==> src/sv/vld_pkg.sv <==
// Shared types and constants for the varint length deframer.
// No dependencies; imported by the deframer and its port checker.
`default_nettype none

package vld_pkg;

	localparam int unsigned MAX_HEADER_BYTES = 5;
	localparam int unsigned HDR_CNT_W        = 3;
	localparam int unsigned LEN_W            = 32;
	localparam int unsigned BYTE_W           = 8;
	localparam int unsigned PAYLOAD_W        = 7;
	localparam int unsigned MORE_BIT         = 7;
	localparam int unsigned KIND_W           = 2;
	localparam int unsigned RES_TDATA_W      = BYTE_W + LEN_W;

	localparam logic [LEN_W-1:0] MAX_BODY_RESET = 32'd65536;

	localparam logic [KIND_W-1:0] KIND_BODY      = 2'd0;
	localparam logic [KIND_W-1:0] KIND_EMPTY     = 2'd1;
	localparam logic [KIND_W-1:0] KIND_OVERSIZE  = 2'd2;
	localparam logic [KIND_W-1:0] KIND_MALFORMED = 2'd3;

	typedef struct packed {
		logic [LEN_W-1:0]  frame_length;
		logic [BYTE_W-1:0] out_byte;
		logic [KIND_W-1:0] kind;
		logic              frame_last;
	} vld_res_t;

endpackage

`default_nettype wire

==> src/sv/varint_length_deframer.sv <==
// Varint length-prefixed stream deframer: top level.
// Depends on vld_pkg for kind codes, widths and the result type.
//
// Splits a byte stream into frames, each led by a little-endian base-128
// varint length header of up to five bytes (bit 7 set means another header
// byte follows; payload bits above bit 31 are dropped). After a nonzero
// header that many body bytes pass through with kind BODY, the last one with
// tlast set. A zero length gives one EMPTY word, a length above
// max_body_length one OVERSIZE word carrying the rejected length, and a fifth
// header byte that still has its continuation bit set gives one MALFORMED
// word; in every one of those cases the next byte starts a fresh header.
// Header bytes otherwise produce nothing. Throughput is one byte per clock
// while the skid entry is empty: each byte is decoded by a single pass of
// logic at the input handshake and its result is written at that same edge
// into the main output register, or into the skid entry if the main one is
// held. The skid entry lets the block keep taking bytes after the downstream
// side stalls, until it fills; s_axis_tready comes from a register and never
// depends combinationally on m_axis_tready. max_body_length is written
// through the cfg channel, which is always ready; write it only while idle.
`default_nettype none

module varint_length_deframer
	import vld_pkg::*;
(
	input  wire logic                   clk,
	input  wire logic                   arst_n,
	// configuration: max_body_length
	input  wire logic                   cfg_valid,
	output      logic                   cfg_ready,
	input  wire logic [LEN_W-1:0]       cfg_data,
	// input stream
	input  wire logic                   s_axis_tvalid,
	output      logic                   s_axis_tready,
	input  wire logic [BYTE_W-1:0]      s_axis_tdata,   // [7:0] in_byte
	// result stream
	output      logic                   m_axis_tvalid,
	input  wire logic                   m_axis_tready,
	output      logic [RES_TDATA_W-1:0] m_axis_tdata,   // [7:0] out_byte, [39:8] frame_length
	output      logic [KIND_W-1:0]      m_axis_tuser,   // [1:0] kind
	output      logic                   m_axis_tlast    // frame_last
);

	// decoder state
	logic [LEN_W-1:0]     max_len_q;
	logic                 in_body_q;
	logic [LEN_W-1:0]     accum_q;
	logic [HDR_CNT_W-1:0] hdr_cnt_q;
	logic [LEN_W-1:0]     remaining_q;
	logic [LEN_W-1:0]     declared_q;

	// output buffer: main entry and skid entry
	logic     out_vld_q;
	logic     skid_vld_q;
	vld_res_t out_q;
	vld_res_t skid_q;

	logic                 accept;
	logic                 res_vld;
	vld_res_t             res;
	logic [LEN_W-1:0]     part;
	logic [LEN_W-1:0]     len_new;
	logic [HDR_CNT_W-1:0] cnt_next;
	logic                 more;
	logic                 body_last;
	logic                 main_free;

	assign cfg_ready     = 1'b1;
	assign s_axis_tready = !skid_vld_q;
	assign accept        = s_axis_tvalid && s_axis_tready;
	assign main_free     = !out_vld_q || m_axis_tready;

	assign more      = s_axis_tdata[MORE_BIT];
	assign cnt_next  = hdr_cnt_q + HDR_CNT_W'(1);
	assign body_last = (remaining_q <= LEN_W'(1));

	// place the 7 payload bits at 7 * header position; bits past 31 drop
	always_comb begin
		part = '0;
		if (hdr_cnt_q < HDR_CNT_W'(MAX_HEADER_BYTES)) begin
			part = LEN_W'(s_axis_tdata[PAYLOAD_W-1:0]) << (6'(hdr_cnt_q) * 6'(PAYLOAD_W));
		end
	end
	assign len_new = accum_q | part;

	// result of the current byte, if it makes one
	always_comb begin
		res_vld          = 1'b0;
		res.out_byte     = '0;
		res.kind         = KIND_BODY;
		res.frame_last   = 1'b1;
		res.frame_length = '0;
		priority if (in_body_q) begin
			res_vld          = 1'b1;
			res.out_byte     = s_axis_tdata;
			res.frame_last   = body_last;
			res.frame_length = declared_q;
		end else if (more) begin
			if (cnt_next >= HDR_CNT_W'(MAX_HEADER_BYTES)) begin
				res_vld  = 1'b1;
				res.kind = KIND_MALFORMED;
			end
		end else if (len_new > max_len_q) begin
			res_vld          = 1'b1;
			res.kind         = KIND_OVERSIZE;
			res.frame_length = len_new;
		end else if (len_new == '0) begin
			res_vld  = 1'b1;
			res.kind = KIND_EMPTY;
		end else begin
			// accepted nonzero length: the body follows, no word yet
			res_vld = 1'b0;
		end
	end

	// configuration register
	always_ff @(posedge clk or negedge arst_n) begin
		if (!arst_n) begin
			max_len_q <= MAX_BODY_RESET;
		end else if (cfg_valid && cfg_ready) begin
			max_len_q <= cfg_data;
		end
	end

	// header / body state, advanced once per accepted byte
	always_ff @(posedge clk or negedge arst_n) begin
		if (!arst_n) begin
			in_body_q   <= 1'b0;
			accum_q     <= '0;
			hdr_cnt_q   <= '0;
			remaining_q <= '0;
			declared_q  <= '0;
		end else if (accept) begin
			priority if (in_body_q) begin
				if (body_last) begin
					in_body_q   <= 1'b0;
					remaining_q <= '0;
				end else begin
					remaining_q <= remaining_q - LEN_W'(1);
				end
			end else if (more) begin
				// drop a header that runs past the last allowed byte
				if (cnt_next >= HDR_CNT_W'(MAX_HEADER_BYTES)) begin
					accum_q   <= '0;
					hdr_cnt_q <= '0;
				end else begin
					accum_q   <= len_new;
					hdr_cnt_q <= cnt_next;
				end
			end else begin
				accum_q   <= '0;
				hdr_cnt_q <= '0;
				if (len_new <= max_len_q && len_new != '0) begin
					in_body_q   <= 1'b1;
					remaining_q <= len_new;
					declared_q  <= len_new;
				end
			end
		end
	end

	// output buffer control: the skid entry fills only while main is held
	always_ff @(posedge clk or negedge arst_n) begin
		if (!arst_n) begin
			out_vld_q  <= 1'b0;
			skid_vld_q <= 1'b0;
		end else if (main_free) begin
			out_vld_q  <= skid_vld_q || (accept && res_vld);
			skid_vld_q <= 1'b0;
		end else if (accept && res_vld) begin
			skid_vld_q <= 1'b1;
		end
	end

	// output buffer payload
	always_ff @(posedge clk) begin
		if (main_free) begin
			if (skid_vld_q) begin
				out_q <= skid_q;
			end else if (accept && res_vld) begin
				out_q <= res;
			end
		end else if (accept && res_vld) begin
			skid_q <= res;
		end
	end

	assign m_axis_tvalid = out_vld_q;
	assign m_axis_tdata  = {out_q.frame_length, out_q.out_byte};
	assign m_axis_tuser  = out_q.kind;
	assign m_axis_tlast  = out_q.frame_last;

endmodule

`default_nettype wire

==> config.mk <==
export PLATFORM = sky130hd
export DESIGN_NAME = varint_length_deframer
export DESIGN_NICKNAME = d
export VERILOG_FILES = /design/src/sv/vld_pkg.sv /design/src/sv/varint_length_deframer.sv
export SDC_FILE = /design/constraint.sdc
export NUM_CORES = 1
export LEC_CHECK = 0
export ABC_AREA = 1
export BUFFER_PORTS_ARGS = -buffer_cell sky130_fd_sc_hd__buf_2
export CORE_UTILIZATION = 40
export DETAILED_ROUTE_END_ITERATION = 6
export PLACE_DENSITY_LB_ADDON = 0.3
export RECOVER_POWER = 50
export SYNTH_ARGS = -nofsm -noshare
export SYNTH_HDL_FRONTEND = slang
export SYNTH_SLANG_ARGS = --single-unit
==> constraint.sdc <==
create_clock -name clk -period 8.33 [get_ports clk]
set_input_delay 0.833 -clock clk [delete_from_list [all_inputs] [get_ports clk]]
set_output_delay 0.833 -clock clk [all_outputs]
set_load 0.05 [all_outputs]
==> summary.md <==
| Metric | Value |
|---|---|
| Instance area at placement | 0.0118 mm^2 |
| Count of final hold-check violations | 0 |
| H-tree depth reported by CTS | 1 |
| Power per cell area | around 380 mW/mm^2 |
| F_max | 213 MHz |
| Vias in the first global route | between 8000 and 9000 |
| Number of standard cells after synthesis | 1327 |
| Share of post-route cells with drive strength above 1 | 0.0799 |
| Transition at the pin with the smallest max-transition slack | 3.16 ns |
| Count of clock tree sinks | 220 |
| Count of different cell masters after synthesis | a little over 40 |
| Number of hold buffers added after CTS | 0 |
| Clock tree from TritonCTS | built |
| Die Y-Extent | approximately 170 um |
| Hold Path Origin | declared_q[5]$_DFFE_PN0P_ |
| Setup repair after global routing missed its margin | no |
| Required time of the worst setup path | around 8.5 ns |
| Final worst path period need | around 4.7 ns |
| Detailed-router iteration count before antenna repair | 5 |
| DR vias/cell | just under 5 |
| Endpoint of the lowest-slack register-to-register path | skid_q[7]$_DFFE_PP_ |
| Average cell area after synthesis | between 8 and 9 um^2 |
| First-pass GRT wire length | around 46000 um |
| Area used by multi-input combinational logic | approximately 0.0042 mm^2 |
| Origin of the critical flop-to-flop path | in_body_q$_DFFE_PN0P_ |
| Drt drc | 0 |
| Hold Crit Depth | 2 |
| Total wire length | ~28000 um |
| Drt wl/cell | about 16 um |
| Layout filler cell count | 2659 |
| Synth-to-layout area growth | 13.0% |
| Summed instance area of the synthesized netlist | 0.0111 mm^2 |
| Post-synth top flop | sky130_fd_sc_hd__dfrtp_1 |
| Antenna Diode Count | 0 |
| Clock latency on the worst-skew pair | approximately 0.54 ns |
| Final setup vio count | 0 |
| Sink of the worst hold path | declared_q[5]$_DFFE_PN0P_ |
| Critical Path End Type | flop |
| Number of port buffers | 89 |
| Buffer depth of the longest clock path | 3 |
| Worst-case register-to-register setup slack | 3.63 ns |
| Post-cts resize count | 0 |
| Final global-route overflow total | 0 |
| Portion of the post-synthesis area used by sequential elements | 0.533 |
| Area used by sequential logic in the layout | 0.00594 mm^2 |
| Period utilisation layout | 0.564 |
| All-layer global routing usage | 0.205 |
| Number of nets in the layout | ~1500 |
| Warning count from the yosys run | 0 |
| Aggregate negative setup slack | 0 ns |
| Final Max Tran Viols | between 200 and 250 |
| Class of the tightest hold or removal check | reg -> reg |
| Critical path data arrival time | 4.88 ns |
| Number of antenna violations at the first check in global routing | 0 |
| Run status | complete, but fails checks |
| Number of buffers inserted during clock tree synthesis | 25 |
| Cells on worst reg2reg path | 7 |
| Layout Skew | 0.0101 ns |
| Placer Congestion | 0.876 |
| Pin count of the biggest net entering global routing | 78 |
| Maximum fanout along the worst path | 36 |
| Worst Path Class, Setup | reg -> reg |
| Num ports | 91 |
| Worst IR Drop VDD | around 170 uV |
| Sort of element at the start of the critical path | flop |
| Mapped Nets | about 1400 |
| Area enclosed by the die boundary | 0.0285 mm^2 |
| Die boundary width | 169 um |
| 1st-iter DRT viols | between 700 and 800 |
| Routed vias | just under 9000 |
| Number of cell rows | 60 |
| Failing checks | capacitance limit, slew limit |
| Synth async-reset ratio | 0.609 |
| Clock-pin slew on the worst setup and hold paths | 0.06 ns |
| Post-DRT Antenna Nets | 0 |
| Post-detail-place hpwl | roughly 20000 um |
| Max capacitance violation total | 5 |
| Root cell of the clock tree | sky130_fd_sc_hd__clkbuf_16 |
| Register bit count reported by yosys | between 200 and 250 |
| Leakage component of the power | 0.00598 uW |
| Final Cell Area | approximately 0.013 mm^2 |
| Worst-case headroom to the max-slew limit | -1.11 |
| Core region area | approximately 0.027 mm^2 |
| Post-synth EDFFs | 86 |
| Effective utilization at floorplan | 0.411 |
| Setup bufs post-CTS | 0 |
## synth_stat cells (4+ instances only)
cell type                  instances  share of area
sky130_fd_sc_hd__nand2_1         446           0.15
sky130_fd_sc_hd__inv_1           172          0.058
sky130_fd_sc_hd__dfrtp_1         133           0.30
sky130_fd_sc_hd__o21ai_0         124          0.056
sky130_fd_sc_hd__edfxtp_1         86           0.23
sky130_fd_sc_hd__nor2_1           81          0.027
sky130_fd_sc_hd__clkbuf_1         36          0.012
sky130_fd_sc_hd__ha_1             36          0.040
sky130_fd_sc_hd__o21ai_1          34          0.015
sky130_fd_sc_hd__nand3_1          33          0.015
sky130_fd_sc_hd__a21oi_1          26          0.012
sky130_fd_sc_hd__o22ai_1          21          0.012
sky130_fd_sc_hd__xor2_1           16          0.013
sky130_fd_sc_hd__o21ai_2          11         0.0087
sky130_fd_sc_hd__buf_6             9         0.0091
sky130_fd_sc_hd__nand4_1           8         0.0045
sky130_fd_sc_hd__buf_4             6         0.0040
sky130_fd_sc_hd__nor3_1            6         0.0027
sky130_fd_sc_hd__nand2_2           5         0.0028
sky130_fd_sc_hd__o31ai_1           4         0.0027
sky130_fd_sc_hd__xnor2_1           4         0.0031
## state kept, by name (all words and copies together) (netlist names)
register and flops:
accum_q 32, declared_q 32, hdr_cnt_q 3, in_body_q 1, m_axis_tdata 40, m_axis_tlast 1
m_axis_tuser 2, m_axis_tvalid 1, max_len_q 32, remaining_q 32, skid_q 43, skid_vld_q 1
## critical path: stages, from the launching register on
cell	delay, ns
sky130_fd_sc_hd__dfrtp_1	0.65
sky130_fd_sc_hd__clkbuf_1	1.18
sky130_fd_sc_hd__inv_1	0.60
sky130_fd_sc_hd__clkbuf_1	0.72
sky130_fd_sc_hd__nand2_1	0.23
sky130_fd_sc_hd__nand2_1	0.20
sky130_fd_sc_hd__nor2_4	0.27
sky130_fd_sc_hd__buf_4	0.44
## final cells by class
cell class | count | share of cell area
Clock buffer | 38 | 0.0552
Clock inverter | 8 | 0.0105
Inverter | 176 | 0.0527
Multi-Input combinational cell | 875 | 0.338
Sequential cell | 220 | 0.472
Tap cell | 372 | 0.0370
Timing Repair Buffer | 98 | 0.0347
## metrics by stage
stage | setup WS [ns] | instances | hold slack (ns) | total power, uW | utilization
global route | 3.29 | 1787 | 0.508 | 5100 | 0.464
floorplan | 3.44 | 1327 | 0.459 | 3120 | -
finish | 3.63 | 1787 | 0.489 | 4730 | 0.464
detailed placement | 4.20 | 1741 | 0.478 | 3640 | 0.436
global placement | 4.21 | 1741 | 0.472 | 3610 | 0.436
CTS | 4.37 | 1787 | 0.380 | 4770 | 0.467
## worst max-delay path by stage
stage | from | endpoint | slack, ns | depth (start not counted)
floorplan | s_axis_tdata[4] | m_axis_tdata[0]$_DFFE_PP_ | 3.44 | 17
global placement | s_axis_tdata[1] | skid_q[7]$_DFFE_PP_ | 4.21 | 18
detailed placement | s_axis_tdata[1] | skid_q[7]$_DFFE_PP_ | 4.20 | 18
finish | in_body_q$_DFFE_PN0P_ | skid_q[7]$_DFFE_PP_ | 3.63 | 7
global route | in_body_q$_DFFE_PN0P_ | skid_q[7]$_DFFE_PP_ | 3.29 | 7
CTS | hdr_cnt_q[0]$_DFFE_PN0P_ | skid_q[7]$_DFFE_PP_ | 4.37 | 17
## kinds of logic (layout without fill, tap and decap cells)
family                     count (synthesis)  count (layout)  share of synthesized area
muxes                                      1               1                    0.00101
adders and majority gates                 36              36                     0.0405
DFF                                      220             220                      0.533
and+or+nand+nor                          591             591                      0.212
xor gates and xnor gates                  20              20                     0.0157
buffers and inverters                    232             320                     0.0869
other                                      1               1                   0.000337
AOI/OAI and AO/OA                        226             226                      0.110
## where the power goes
group	switching (uW)	internal (uW)	leakage [uW]	total [uW]
clock	449	671	0.000400	1120
sequential	157	1510	0.00255	1670
combinational	1420	523	0.00303	1950
total	2030	2700	0.00598	4730
## per-layer routing
layer,vias up,global-route usage,wire (um)
met4,0,0.0731,939
li1,4370,-,-
met1,4024,0.301,13600
met2,299,0.307,12000
met5,-,0,0
met3,59,0.0306,1640
## cells in the final DEF (no fill, tap or decap), types with 33 or more instances in the layout
cell type                    n
sky130_fd_sc_hd__dfrtp_1   133
sky130_fd_sc_hd__o21ai_1    34
sky130_fd_sc_hd__buf_2      43
sky130_fd_sc_hd__inv_1     172
sky130_fd_sc_hd__o21ai_0   124
sky130_fd_sc_hd__edfxtp_1   86
sky130_fd_sc_hd__clkbuf_1   62
sky130_fd_sc_hd__nor2_1     80
sky130_fd_sc_hd__nand3_1    33
sky130_fd_sc_hd__nand2_1   446
sky130_fd_sc_hd__ha_1       36
Power figures use the tool's default switching activity.
